--- src/tcf_pkg.sv ---
// tilt complementary filter package: widths, register indexes, atan table
// and saturation helper; no dependencies
package tcf_pkg;

  localparam int SAMPLE_W     = 16;
  localparam int GAIN_W       = 24;
  localparam int WEIGHT_W     = 16;
  localparam int ANG_W        = 25;
  localparam int CFG_W        = 24;
  localparam int CFG_IDX_W    = 2;
  localparam int TABLE_LEN    = 24;
  localparam int CXY_W        = 28;
  localparam int CACC_W       = 34;
  localparam int BLEND_W      = 30;
  localparam int SAT_W        = 48;
  localparam int CORDIC_STEPS_DEF    = 16;
  localparam int ANGLE_FRAC_BITS_DEF = 16;

  localparam logic [WEIGHT_W-1:0] WEIGHT_ONE   = 16'd32768;
  localparam logic [WEIGHT_W-1:0] WEIGHT_RESET = 16'd32113;
  localparam logic [GAIN_W-1:0]   GAIN_RESET   = 24'd1309441;

  localparam logic signed [SAT_W-1:0] ANG_MAX = 48'sd16777215;
  localparam logic signed [SAT_W-1:0] ANG_MIN = -48'sd16777216;
  localparam logic signed [CACC_W-1:0] DEG90_Q24 = 34'sd1509949440;

  typedef enum logic [CFG_IDX_W-1:0] {
    REG_BLEND_WEIGHT = 2'd0,
    REG_GYRO_GAIN    = 2'd1
  } cfg_reg_e;

  function automatic logic signed [CACC_W-1:0] atan_q24(input logic [4:0] idx);
    logic signed [CACC_W-1:0] r;
    unique case (idx)
      5'd0:  r = 34'sd754974720;
      5'd1:  r = 34'sd445687602;
      5'd2:  r = 34'sd235489088;
      5'd3:  r = 34'sd119537938;
      5'd4:  r = 34'sd60000934;
      5'd5:  r = 34'sd30029717;
      5'd6:  r = 34'sd15018523;
      5'd7:  r = 34'sd7509720;
      5'd8:  r = 34'sd3754917;
      5'd9:  r = 34'sd1877466;
      5'd10: r = 34'sd938734;
      5'd11: r = 34'sd469367;
      5'd12: r = 34'sd234684;
      5'd13: r = 34'sd117342;
      5'd14: r = 34'sd58671;
      5'd15: r = 34'sd29335;
      5'd16: r = 34'sd14668;
      5'd17: r = 34'sd7334;
      5'd18: r = 34'sd3667;
      5'd19: r = 34'sd1833;
      5'd20: r = 34'sd917;
      5'd21: r = 34'sd458;
      5'd22: r = 34'sd229;
      5'd23: r = 34'sd115;
      default: r = '0;
    endcase
    return r;
  endfunction

  function automatic logic signed [ANG_W-1:0] sat_ang(input logic signed [SAT_W-1:0] v);
    logic signed [ANG_W-1:0] r;
    if (v > ANG_MAX) begin
      r = ANG_MAX[ANG_W-1:0];
    end else if (v < ANG_MIN) begin
      r = ANG_MIN[ANG_W-1:0];
    end else begin
      r = v[ANG_W-1:0];
    end
    return r;
  endfunction

endpackage

--- src/tcf_ser_mul.sv ---
// shift-and-add multiplier, one multiplier bit per cycle
// signed multiplicand, unsigned multiplier; uses tcf_pkg
module tcf_ser_mul #(
  parameter int WA = 16,
  parameter int WB = 24
) (
  input  logic                      clk_i,
  input  logic                      rst_ni,
  input  logic                      start_i,
  input  logic signed [WA-1:0]      a_i,
  input  logic [WB-1:0]             b_i,
  output logic                      busy_o,
  output logic signed [WA+WB-1:0]   prod_o
);
  import tcf_pkg::*;

  localparam int CW = $clog2(WB + 1);

  logic signed [WA+WB-1:0] mcand_q, prod_q;
  logic [WB-1:0]           mplier_q;
  logic [CW-1:0]           cnt_q;
  logic                    busy_q;

  always_ff @(posedge clk_i or negedge rst_ni) begin
    if (!rst_ni) begin
      busy_q <= 1'b0;
      cnt_q  <= '0;
    end else if (start_i) begin
      busy_q <= 1'b1;
      cnt_q  <= '0;
    end else if (busy_q) begin
      if (cnt_q == CW'(WB)) begin
        busy_q <= 1'b0;
      end else begin
        cnt_q <= cnt_q + 1'b1;
      end
    end
  end

  always_ff @(posedge clk_i) begin
    if (start_i) begin
      mcand_q  <= (WA+WB)'(a_i);
      mplier_q <= b_i;
      prod_q   <= '0;
    end else if (busy_q && cnt_q != CW'(WB)) begin
      if (mplier_q[0]) begin
        prod_q <= prod_q + mcand_q;
      end
      mcand_q  <= mcand_q <<< 1;
      mplier_q <= mplier_q >> 1;
    end
  end

  assign busy_o = busy_q;
  assign prod_o = prod_q;

endmodule

--- src/tcf_cordic.sv ---
// vectoring cordic for atan2(y, z) in degrees, one rotation per cycle
// uses tcf_pkg atan table and saturation
module tcf_cordic #(
  parameter int CORDIC_STEPS    = tcf_pkg::CORDIC_STEPS_DEF,
  parameter int ANGLE_FRAC_BITS = tcf_pkg::ANGLE_FRAC_BITS_DEF
) (
  input  logic                              clk_i,
  input  logic                              rst_ni,
  input  logic                              start_i,
  input  logic signed [tcf_pkg::SAMPLE_W-1:0] y_i,
  input  logic signed [tcf_pkg::SAMPLE_W-1:0] z_i,
  output logic                              busy_o,
  output logic signed [tcf_pkg::ANG_W-1:0]  angle_o
);
  import tcf_pkg::*;

  localparam logic [4:0] NSTEP = 5'((CORDIC_STEPS > TABLE_LEN) ? TABLE_LEN : CORDIC_STEPS);
  localparam int RS = 24 - ANGLE_FRAC_BITS;

  logic signed [CXY_W-1:0]  x_q, y_q, xs, ys;
  logic signed [CACC_W-1:0] acc_q, rnd;
  logic [4:0]               cnt_q;
  logic                     busy_q, zero_q;
  logic signed [ANG_W-1:0]  angle_q;

  assign xs  = CXY_W'(z_i) <<< 8;
  assign ys  = CXY_W'(y_i) <<< 8;
  assign rnd = (acc_q + (CACC_W'(1) <<< (RS - 1))) >>> RS;

  always_ff @(posedge clk_i or negedge rst_ni) begin
    if (!rst_ni) begin
      busy_q <= 1'b0;
      cnt_q  <= '0;
    end else if (start_i) begin
      busy_q <= 1'b1;
      cnt_q  <= '0;
    end else if (busy_q) begin
      if (cnt_q == NSTEP) begin
        busy_q <= 1'b0;
      end else begin
        cnt_q <= cnt_q + 1'b1;
      end
    end
  end

  always_ff @(posedge clk_i) begin
    if (start_i) begin
      zero_q <= (z_i == '0) && (y_i == '0);
      if (xs < 0) begin
        if (ys >= 0) begin
          x_q   <= ys;
          y_q   <= -xs;
          acc_q <= DEG90_Q24;
        end else begin
          x_q   <= -ys;
          y_q   <= xs;
          acc_q <= -DEG90_Q24;
        end
      end else begin
        x_q   <= xs;
        y_q   <= ys;
        acc_q <= '0;
      end
    end else if (busy_q) begin
      if (cnt_q == NSTEP) begin
        angle_q <= zero_q ? '0 : sat_ang(SAT_W'(rnd));
      end else if (y_q >= 0) begin
        x_q   <= x_q + (y_q >>> cnt_q);
        y_q   <= y_q - (x_q >>> cnt_q);
        acc_q <= acc_q + atan_q24(cnt_q);
      end else begin
        x_q   <= x_q - (y_q >>> cnt_q);
        y_q   <= y_q + (x_q >>> cnt_q);
        acc_q <= acc_q - atan_q24(cnt_q);
      end
    end
  end

  assign busy_o  = busy_q;
  assign angle_o = angle_q;

endmodule

--- src/imu_tilt_complementary_filter.sv ---
// tilt complementary filter top level: config registers, sequencer, output register
// uses tcf_pkg, tcf_cordic and tcf_ser_mul
//
// Usage: the input channel (in_valid_i / in_stall_o) takes one raw sample:
// accel_y_i, accel_z_i and gyro_x_i. The output channel (out_valid_o /
// out_stall_i) returns tilt_angle_o (filtered) and accel_angle_o, both degrees
// Q16. One result per sample.
// From the accepting edge to out_valid_o the steps are the bit-serial gyro
// multiply (one gain bit per cycle, the cordic runs in parallel with one
// rotation per cycle), the start of the blend, the two bit-serial blend
// multiplies (one weight bit per cycle), entry to the output state and the
// load of the output register. One item is in work at a time, so no new
// sample is accepted until the last result has been loaded into it.
// The output register holds a result while out_stall_i is high; the next item
// can be accepted while it waits, but its result is held back until the
// register is free.
// Reset clears the stored angle to zero, loads the default weight (0.98) and
// gyro gain, and empties the output register. Write the config port only
// while idle.
module imu_tilt_complementary_filter #(
  parameter int CORDIC_STEPS    = tcf_pkg::CORDIC_STEPS_DEF,
  parameter int ANGLE_FRAC_BITS = tcf_pkg::ANGLE_FRAC_BITS_DEF
) (
  input  logic                                 clk_i,
  input  logic                                 rst_ni,
  input  logic                                 in_valid_i,
  output logic                                 in_stall_o,
  input  logic signed [tcf_pkg::SAMPLE_W-1:0]  accel_y_i,
  input  logic signed [tcf_pkg::SAMPLE_W-1:0]  accel_z_i,
  input  logic signed [tcf_pkg::SAMPLE_W-1:0]  gyro_x_i,
  output logic                                 out_valid_o,
  input  logic                                 out_stall_i,
  output logic signed [tcf_pkg::ANG_W-1:0]     tilt_angle_o,
  output logic signed [tcf_pkg::ANG_W-1:0]     accel_angle_o,
  input  logic                                 cfg_we_i,
  input  logic [tcf_pkg::CFG_IDX_W-1:0]        cfg_idx_i,
  input  logic [tcf_pkg::CFG_W-1:0]            cfg_wdata_i
);
  import tcf_pkg::*;

  localparam int GS    = 32 - ANGLE_FRAC_BITS;
  localparam int GP_W  = SAMPLE_W + GAIN_W;
  localparam int BP_W  = BLEND_W + WEIGHT_W;

  typedef enum logic [1:0] {
    ST_IDLE,
    ST_CALC,
    ST_BLEND,
    ST_OUT
  } state_e;

  state_e                   state_q;
  logic [WEIGHT_W-1:0]      weight_q, wa, wb;
  logic [GAIN_W-1:0]        gain_q;
  logic signed [ANG_W-1:0]  filt_q, accel_q, cordic_ang, blend_res;
  logic                     out_valid_q, in_acc, blend_start, out_load;
  logic                     cordic_busy, gmul_busy, bmul_a_busy, bmul_b_busy;
  logic signed [GP_W-1:0]   gprod;
  logic signed [GP_W:0]     inc_full;
  logic signed [BLEND_W-1:0] sum_op;
  logic signed [BP_W-1:0]   bprod_a, bprod_b;
  logic signed [BP_W:0]     bsum, brnd;

  assign in_acc   = in_valid_i && !in_stall_o;
  assign wa       = (weight_q > WEIGHT_ONE) ? WEIGHT_ONE : weight_q;
  assign wb       = WEIGHT_ONE - wa;
  assign inc_full = ((GP_W+1)'(gprod) + ((GP_W+1)'(1) <<< (GS - 1))) >>> GS;
  assign sum_op   = BLEND_W'(filt_q) + inc_full[BLEND_W-1:0];
  assign blend_start = (state_q == ST_CALC) && !cordic_busy && !gmul_busy;
  assign bsum     = (BP_W+1)'(bprod_a) + (BP_W+1)'(bprod_b);
  assign brnd     = (bsum + (BP_W+1)'(16384)) >>> 15;
  assign blend_res = sat_ang(SAT_W'(brnd));
  assign out_load = (state_q == ST_OUT) && (!out_valid_q || !out_stall_i);

  tcf_cordic #(
    .CORDIC_STEPS    (CORDIC_STEPS),
    .ANGLE_FRAC_BITS (ANGLE_FRAC_BITS)
  ) u_cordic (
    .clk_i   (clk_i),
    .rst_ni  (rst_ni),
    .start_i (in_acc),
    .y_i     (accel_y_i),
    .z_i     (accel_z_i),
    .busy_o  (cordic_busy),
    .angle_o (cordic_ang)
  );

  tcf_ser_mul #(.WA(SAMPLE_W), .WB(GAIN_W)) u_gyro_mul (
    .clk_i   (clk_i),
    .rst_ni  (rst_ni),
    .start_i (in_acc),
    .a_i     (gyro_x_i),
    .b_i     (gain_q),
    .busy_o  (gmul_busy),
    .prod_o  (gprod)
  );

  tcf_ser_mul #(.WA(BLEND_W), .WB(WEIGHT_W)) u_blend_gyro (
    .clk_i   (clk_i),
    .rst_ni  (rst_ni),
    .start_i (blend_start),
    .a_i     (sum_op),
    .b_i     (wa),
    .busy_o  (bmul_a_busy),
    .prod_o  (bprod_a)
  );

  tcf_ser_mul #(.WA(BLEND_W), .WB(WEIGHT_W)) u_blend_accel (
    .clk_i   (clk_i),
    .rst_ni  (rst_ni),
    .start_i (blend_start),
    .a_i     (BLEND_W'(cordic_ang)),
    .b_i     (wb),
    .busy_o  (bmul_b_busy),
    .prod_o  (bprod_b)
  );

  always_ff @(posedge clk_i or negedge rst_ni) begin
    if (!rst_ni) begin
      state_q     <= ST_IDLE;
      out_valid_q <= 1'b0;
      weight_q    <= WEIGHT_RESET;
      gain_q      <= GAIN_RESET;
      filt_q      <= '0;
    end else begin
      if (cfg_we_i) begin
        unique case (cfg_idx_i)
          REG_BLEND_WEIGHT: weight_q <= cfg_wdata_i[WEIGHT_W-1:0];
          REG_GYRO_GAIN:    gain_q   <= cfg_wdata_i[GAIN_W-1:0];
          default: ;
        endcase
      end
      if (out_load) begin
        out_valid_q <= 1'b1;
      end else if (out_valid_q && !out_stall_i) begin
        out_valid_q <= 1'b0;
      end
      unique case (state_q)
        ST_IDLE: begin
          if (in_acc) begin
            state_q <= ST_CALC;
          end
        end
        ST_CALC: begin
          if (blend_start) begin
            state_q <= ST_BLEND;
          end
        end
        ST_BLEND: begin
          if (!bmul_a_busy && !bmul_b_busy) begin
            state_q <= ST_OUT;
          end
        end
        ST_OUT: begin
          if (out_load) begin
            filt_q      <= blend_res;
            state_q     <= ST_IDLE;
          end
        end
        default: state_q <= ST_IDLE;
      endcase
    end
  end

  always_ff @(posedge clk_i) begin
    if (out_load) begin
      accel_q <= cordic_ang;
    end
  end

  assign in_stall_o    = (state_q != ST_IDLE);
  assign out_valid_o   = out_valid_q;
  assign tilt_angle_o  = filt_q;
  assign accel_angle_o = accel_q;

endmodule

--- config.mk ---
export PLATFORM = sky130hd
export DESIGN_NAME = imu_tilt_complementary_filter
export DESIGN_NICKNAME = d
export VERILOG_FILES = /design/src/tcf_pkg.sv /design/src/tcf_ser_mul.sv /design/src/tcf_cordic.sv /design/src/imu_tilt_complementary_filter.sv
export SDC_FILE = /design/constraint.sdc
export NUM_CORES = 2
export LEC_CHECK = 0
export ABC_AREA = 0
export BUFFER_PORTS_ARGS = -buffer_cell sky130_fd_sc_hd__buf_2
export CELL_PAD_IN_SITES_DETAIL_PLACEMENT = 0
export CELL_PAD_IN_SITES_GLOBAL_PLACEMENT = 1
export CORE_MARGIN = 2
export CORE_UTILIZATION = 34
export DETAILED_ROUTE_END_ITERATION = 16
export PLACE_DENSITY = 0.57
export SLEW_MARGIN = 15
export SYNTH_ARGS = -nofsm -noshare
export SYNTH_HDL_FRONTEND = slang
export SYNTH_SLANG_ARGS = --single-unit
--- constraint.sdc ---
create_clock -name clk_i -period 12.03 [get_ports clk_i]
set_input_delay 1.203 -clock clk_i [delete_from_list [all_inputs] [get_ports clk_i]]
set_output_delay 1.203 -clock clk_i [all_outputs]
set_load 0.02 [all_outputs]
Word level (Yosys, flattened, before mapping)
Memories as Yosys holds them, arrays and structs flattened.
Index checks and enable logic that the tools add are counted.
{ "word_totals": {"register_bits": 553, "rom_bits": 1920, "input_bits": 79, "out_inout_bits": 52, "elab_cells": 200, "mem_count": 2} }
{ "classes": {"addsub": 21, "order_cmp": 8, "eq_ne": 19, "n_shift": 2, "mux": 74, "bitwise": 1, "reduce_logical": 44} }
{ "mem_list": {"columns": ["memory", "depth", "word_bits", "rd", "rd_ports_with_merged_regs", "wr", "line_no", "source"], "rows": [
  ["(name not given)", 32, 30, 1, 0, 0, "tcf_pkg.sv:34", "unique case (idx)"],
  ["(name not given)", 32, 30, 1, 0, 0, "tcf_pkg.sv:34", null]
]} }
{ "ops": {"columns": ["op", "count"], "rows": [
  ["two-way mux 34 bit", 14],
  ["two-way mux 28 bit", 12],
  ["two-way mux 46 bit", 4],
  ["adder 46 bit", 2],
  ["two-way mux 16 bit", 5],
  ["two-way mux 40 bit", 2],
  ["two-way mux 25 bit", 3],
  ["two-way mux 24 bit", 3],
  ["two-way mux 5 bit", 12],
  ["adder 28 bit", 2],
  ["negator 24 -> 28 bit", 2],
  [">>> shifter 28 x 5 -> 28 bit", 2],
  ["subtractor 28 bit", 2],
  ["adder 46 x 46 -> 47 bit", 1],
  ["adder 47 x 16 -> 47 bit, second input constant", 1],
  ["adder 40 x 17 -> 41 bit, second input constant", 1],
  ["adder 40 bit", 1],
  ["adder 34 bit", 1],
  ["adder 34 x 9 -> 34 bit, second input constant", 1],
  ["subtractor 34 bit", 1],
  ["> comparator 32 x 25 -> 1 bit, second input constant", 1],
  ["logical NOT 16 bit", 2],
  ["less-than comparator 32 x 25 -> 1 bit, second input constant", 1],
  [">= comparator 28 x 1 -> 1 bit, second input constant", 1],
  ["other kinds (26)", 92]
]} }

Depth between registers and ports, before layout
{ "depth": {"depth_word": 10, "mapped_depth": 31, "mapped_depth_nobuf": 24} }

Hierarchy
From an unflattened synthesis, not the netlist that was laid out.
{ "hier_totals": {"cells_unflattened": 5019, "area_unflattened_um2": 45796.4} }
{ "by_module_without_submodules": {"columns": ["mod", "instances", "cells_per_inst", "area_each_um2", "seq_area_each_um2"], "rows": [
  ["tcf_cordic", 1, 1838, 16184.3, 3633.5],
  ["tcf_ser_mul (u_blend_accel ...)", 2, 756, 7011.7, 2932.8],
  ["imu_tilt_complementary_filter", 1, 1008, 9170.0, 2478.6],
  ["tcf_ser_mul (u_gyro_mul)", 1, 661, 6418.7, 2872.8]
]} }

Least setup slack after synthesis
No wires, ideal clock.
{ "synth_path": {"path_kind": "register to register", "startpoint": "register u_cordic.cnt_q[0]", "endpoint": "register u_cordic.acc_q[32], data pin", "setup_ps": 135, "arrival_ps": 7223, "t_required_ps": 11895, "path_slack_ps": 4671, "stages_incl_launch_ff": 31, "n_path_buf": 7, "synth_period_minus_slack_ps": 7359, "path_cell_list": "dfrtp_1 -> buf_6 -> buf_2 -> buf_4 -> buf_2 -> buf_4 -> buf_2 -> inv_1 -> ha_1 -> clkbuf_1 -> inv_1 -> nor2_1 -> a21oi_1 -> a22oi_1 -> nand4bb_1 -> nor2_1 -> nand4_1 -> nand2b_1 -> o41ai_1 -> xnor2_1 -> ha_1 -> a21o_1 -> a21o_1 -> a21oi_1 -> inv_1 -> o221a_2 -> o221a_2 -> o31ai_1 -> a21oi_1 -> or4b_2 -> nand3_1"} }
{ "synth_via": {"elab_chain_cells": 10, "elab_cells_between_ends": 16, "classes_between": "2 x add/sub; 12 x mux; 2 x memory"} }
{ "synth_lines": {"columns": ["element", "line_no", "source"], "rows": [
  ["start: declaration", "tcf_cordic.sv:22", "logic [4:0] cnt_q;"],
  ["start signal: assignment", "tcf_cordic.sv:41", "cnt_q <= cnt_q + 1'b1;"],
  ["memory (32 x 30 bit)", null, null],
  ["two-way mux 34 bit", "tcf_cordic.sv:67", "end else if (y_q >= 0) begin"],
  ["two-way mux 34 bit", "tcf_cordic.sv:65", "if (cnt_q == NSTEP) begin"],
  ["two-way mux 34 bit", "tcf_cordic.sv:64", "end else if (busy_q) begin"],
  ["two-way mux 34 bit", "tcf_cordic.sv:47", "if (start_i) begin"],
  ["subtractor 34 bit / adder 34 bit (equally long branches)", "tcf_cordic.sv:74, tcf_cordic.sv:70", null],
  ["two-way mux 34 bit *", "tcf_cordic.sv:67", null],
  ["two-way mux 34 bit *", "tcf_cordic.sv:65", null],
  ["two-way mux 34 bit *", "tcf_cordic.sv:64", null],
  ["two-way mux 34 bit *", "tcf_cordic.sv:47", null],
  ["end signal: assignment", "tcf_cordic.sv:57", "acc_q <= -DEG90_Q24;"],
  ["end signal: assignment", "tcf_cordic.sv:70", "acc_q <= acc_q + atan_q24(cnt_q);"],
  ["end signal: assignment", "tcf_cordic.sv:74", "acc_q <= acc_q - atan_q24(cnt_q);"],
  ["end: declaration", "tcf_cordic.sv:21", "logic signed [CACC_W-1:0] acc_q, rnd;"]
]} }
Every way passes the cells marked *; elsewhere a longest branch is shown, timed or not. The select of a mux whose other input is x is not followed.
A chain may end at the register's enable or synchronous reset.

Final worst setup path
Same ends and word-level chain as after synthesis.

==> results.txt <==
* Worst slew pin tran: 1.026 ns
- Once detail routing completed, the nets flagged for antenna violations numbered 0.
- The die covers 129300 µm².
* CTS clk-pin slew, worst paths: 0.07 ns
- Fmax: 135.0 MHz
- The path with the worst hold slack has its endpoint at u_gyro_mul.prod_o[6].
* Length in cells of the worst reg-to-reg path: 23
- Final weighted congestion in routability-driven placement: 0.8708
* Area growth from synthesis to layout: 10.83%
* Period utilisation layout: 0.6155
- Share of final-layout standard cells stronger than drive strength 1: 0.1089
* Hold_ws: 0.4558 ns
- The startpoint identified for the worst register-to-register timing path is u_cordic.cnt_q[0].
- Max-slew violations: 0
- The worst setup path is launched from a flip-flop.
- Total number of vias: 35760
* Number of DRC markers after the initial detailed-route iteration: 2457
- Post_cts resized: 0
* Min-Delay Path Class: flip-flop to flip-flop
* Quantity of I/O buffers inserted on ports: 130
- Counting flops with a built-in enable in the synthesized netlist gives 329.
* Most common cell in the synthesized netlist: sky130_fd_sc_hd__nand2_1
- Clock latency reported for the late side of the worst-skew pair: 0.68 ns
- Largest fanout of any net on the critical path: 23
* Maximum clock skew at final layout: 0.03276 ns
- Initial core utilization: 0.3423
* Detailed Place HPWL: 98890 µm
* Wire length per cell after detailed routing: 20.62 µm
- Worst R2R Setup Slack: 4.63 ns
- Launch point of the worst hold path: u_gyro_mul.prod_o[6]
- Max-cap violations in this run came to 0.
* Final Net Count: 5253
- Post-CTS setup repair buffer count: 0
* Post-synth cell types: 87
- 0 antenna diodes ended up in the layout.
* Max stage delay on crit path: 0.87 ns
* Per-cell via count in the routed design: 5.486
- The placed instances occupy a cell area of 45170 µm².
- Hold violation count in the final report: 0
- The floorplan step defined a core boundary enclosing 125600 µm².
* Worst setup EP type: flip-flop
* WL met2: 63080 µm
- The largest individual stage delay along the critical path comes from the cell sky130_fd_sc_hd__o41ai_1.
* Endpoint of the worst-slack reg-to-reg timing path: u_cordic.acc_q[32]
- Detailed-routing wirelength on met1: 63480 µm
* Outcome: complete, no violations
* Critical path data required time: 12.57 ns
- Routed signal wires occupy layers up through met4.
- Max transition margin: 0.3161
- The critical path contains buffers and inverters numbering 3 combined.
* Met3 routed WL: 4791 µm
* Share of the synthesized area in the top cell type: 0.2299
- In this run the vertical extent of the chip is 359.5 µm.
* Share of synthesized flip-flops with an asynchronous set or reset: 0.1664
- Setup-failing EPs final: 0
* Unrepaired setup endpoints after global routing: false
- Ports: 131
* Finished layout cell area: 47630 µm²
- Die boundary width: 359.5 µm
- The worst setup path is of the flip-flop to flip-flop kind.
- The critical path goes through inv_1 -> ha_1 -> inv_1 -> nor2_1 -> a21oi_1 -> a22oi_1 -> nand4bb_1 -> nor2_1 -> nand4_1 -> nand2b_1 -> o41ai_1 -> xnor2_1 -> ha_1 -> a21o_1 -> a21o_1 -> a21oi_1 -> inv_1 -> o221a_2 -> o221a_2 -> o31ai_1 -> a21oi_1 -> or4b_2 -> nand3_1.
* Total clock buffers created by CTS: 74
- All-layer global routing usage: 0.2033
- After layout, the minimum clock period comes to 7.405 ns.
* Wire length of the first global-routing pass: 208500 µm
- Yosys warnings: 0
- Number of rows created at floorplan: 130
- The tree built by TritonCTS fans out to 553 sinks.
- TritonCTS built the clock tree.
- Cell family contributing the most delay on the critical path: compound AO/OA/AOI/OAI gates
* Cell depth of the worst hold path: 2
- Count of TritonRoute iterations in the first routing pass: 7
- The share of the Yosys chip area taken by registers is 0.3455.
- For this run, design rule violations remaining after detail routing come to 0.
- CTS placed an instance of sky130_fd_sc_hd__clkbuf_16 at the clock tree root.
- Sorting the synthesized cells by area gives the leading types as sky130_fd_sc_hd__edfxtp_1 (23%), sky130_fd_sc_hd__ha_1 (10%), sky130_fd_sc_hd__dfxtp_1 (6.1%), sky130_fd_sc_hd__nand2_1 (5.9%), sky130_fd_sc_hd__a21oi_1 (4.7%).
* Initial antenna violation count: 2
* Quantity of hold-fixing buffers added after cts: 0
- Routed Wire Length: 134400 µm
- Entering global routing, the biggest net connects 148 pins.
- Prevailing post-synth register cell: sky130_fd_sc_hd__edfxtp_1
- Counting every instance in the synthesized netlist gives 4785.
* Syn Nets: 5230
- The clock passes through at most 3 buffers.
- Global routing finished with a remaining overflow of 0.
- List of most frequent post-synthesis cells: sky130_fd_sc_hd__nand2_1 (679), sky130_fd_sc_hd__a21oi_1 (401), sky130_fd_sc_hd__ha_1 (359)
- Adding up every negative setup slack in the final design gives 0 ns.
- At the worst endpoint, the arrival time is 7.94 ns.
- Post-synthesis cell type with the largest combined area: sky130_fd_sc_hd__edfxtp_1
* Average footprint of a synthesized cell: 8.982 µm²
* Number of register bits inferred by synthesis: 553
* Post-synthesis cell area: 42980 µm²
* CTS HTree Levels: 3
* Vias in the first global route: 34410
logic make-up (layout without fill, tap and decap cells):
kind of cell / count (synthesis) / count (layout) / synth area share
simple gates: 1603 / 1603 / 0.1715
xor+xnor: 383 / 383 / 0.07805
compound gates: 1359 / 1359 / 0.2005
buf+inv: 341 / 425 / 0.03106
flops: 553 / 553 / 0.3455
fa+ha+maj: 366 / 366 / 0.1078
mux: 180 / 180 / 0.06559
cells in the final DEF (no fill, tap or decap), drive strengths merged, types with 18 or more instances in the layout:
cell type    n
xor2       164
nor3        83
o221a       27
clkinv      28
or2         24
a211oi      43
dfrtp       71
mux2        69
dfxtp      132
o21a        36
a21o       191
or3         30
edfxtp     329
nand2      679
nand3      129
inv        120
and3        49
o211ai      52
o21bai      41
a21oi      401
o31ai       35
mux2i       39
a21boi      22
ha         359
o22ai       18
mux4        72
nor2b       40
a31oi       36
dfstp       21
buf        171
nor2       353
nand2b      54
o21ai      331
nand4       45
clkbuf      97
xnor2      219
and2        32
how the worst max path moves through the flow:
stage / startpoint / slack [ns] / cells past startpoint / end
6_report: u_cordic.cnt_q[0] / 4.63 / 23 / u_cordic.acc_q[32]
5_1_grt: u_cordic.cnt_q[0] / 3.98 / 23 / u_cordic.acc_q[32]
4_1_cts: u_cordic.cnt_q[0] / 4.62 / 23 / u_cordic.acc_q[32]
3_5_place_dp: u_cordic.cnt_q[0] / 4.67 / 23 / u_cordic.acc_q[32]
3_3_place_gp: u_cordic.cnt_q[0] / 4.77 / 22 / u_cordic.acc_q[32]
2_1_floorplan: u_cordic.cnt_q[0] / 4.67 / 30 / u_cordic.acc_q[32]
per-stage QoR:
step                      setup slack, ns  cells  utilization
after floorplan                     4.671   4785            -
after global placement              4.773   6382       0.3597
after detailed placement            4.667   6382       0.3597
after CTS                           4.616   6519       0.3793
after global routing                3.980   6519       0.3793
final                               4.625   6519       0.3793
sequential cells by signal, indices dropped and copies added, names as in the netlist, 34 cells and up:
| signal | cells |
|---|---|
| u_gyro_mul.prod_o | 40 |
| u_blend_gyro.prod_o | 46 |
| u_blend_accel.mcand_q | 46 |
| u_cordic.acc_q | 34 |
| u_gyro_mul.mcand_q | 40 |
| u_blend_gyro.mcand_q | 46 |
| u_blend_accel.prod_o | 46 |
metal layers:
metal	vias up	track usage
met2	701	0.3386
li1	17670	-
met3	174	0.02497
met4	0	0.04993
met1	17220	0.2794
met5	-	0
worst reg2reg max path, stage by stage (launching register included):
cell and delay (ns):
sky130_fd_sc_hd__dfrtp_4 0.69, sky130_fd_sc_hd__inv_1 0.26, sky130_fd_sc_hd__ha_1 0.57, sky130_fd_sc_hd__inv_1 0.17, sky130_fd_sc_hd__nor2_1 0.22, sky130_fd_sc_hd__a21oi_1 0.10
sky130_fd_sc_hd__a22oi_1 0.37, sky130_fd_sc_hd__nand4bb_1 0.24, sky130_fd_sc_hd__nor2_1 0.24, sky130_fd_sc_hd__nand4_1 0.13, sky130_fd_sc_hd__nand2b_1 0.21, sky130_fd_sc_hd__o41ai_1 0.87
sky130_fd_sc_hd__xnor2_1 0.18, sky130_fd_sc_hd__ha_1 0.40, sky130_fd_sc_hd__a21o_1 0.19, sky130_fd_sc_hd__a21o_1 0.17, sky130_fd_sc_hd__a21oi_1 0.18, sky130_fd_sc_hd__inv_1 0.08
sky130_fd_sc_hd__o221a_2 0.33, sky130_fd_sc_hd__o221a_2 0.28, sky130_fd_sc_hd__o31ai_1 0.49, sky130_fd_sc_hd__a21oi_1 0.16, sky130_fd_sc_hd__or4b_2 0.63, sky130_fd_sc_hd__nand3_1 0.10
final cells by class:
class | instances | area [µm²]
Fill cell | 12920 | 77940
Multi-Input combinational cell | 3891 | 26830
Sequential cell | 553 | 14860
Tap cell | 1650 | 2064
Clock buffer | 97 | 2038
Timing Repair Buffer | 171 | 973.4
Inverter | 117 | 444.2
Clock inverter | 40 | 424.2
Power is left out: the tool's default activity adds up to more than one toggle a clock period on the data nets, which glitch-free logic cannot reach.
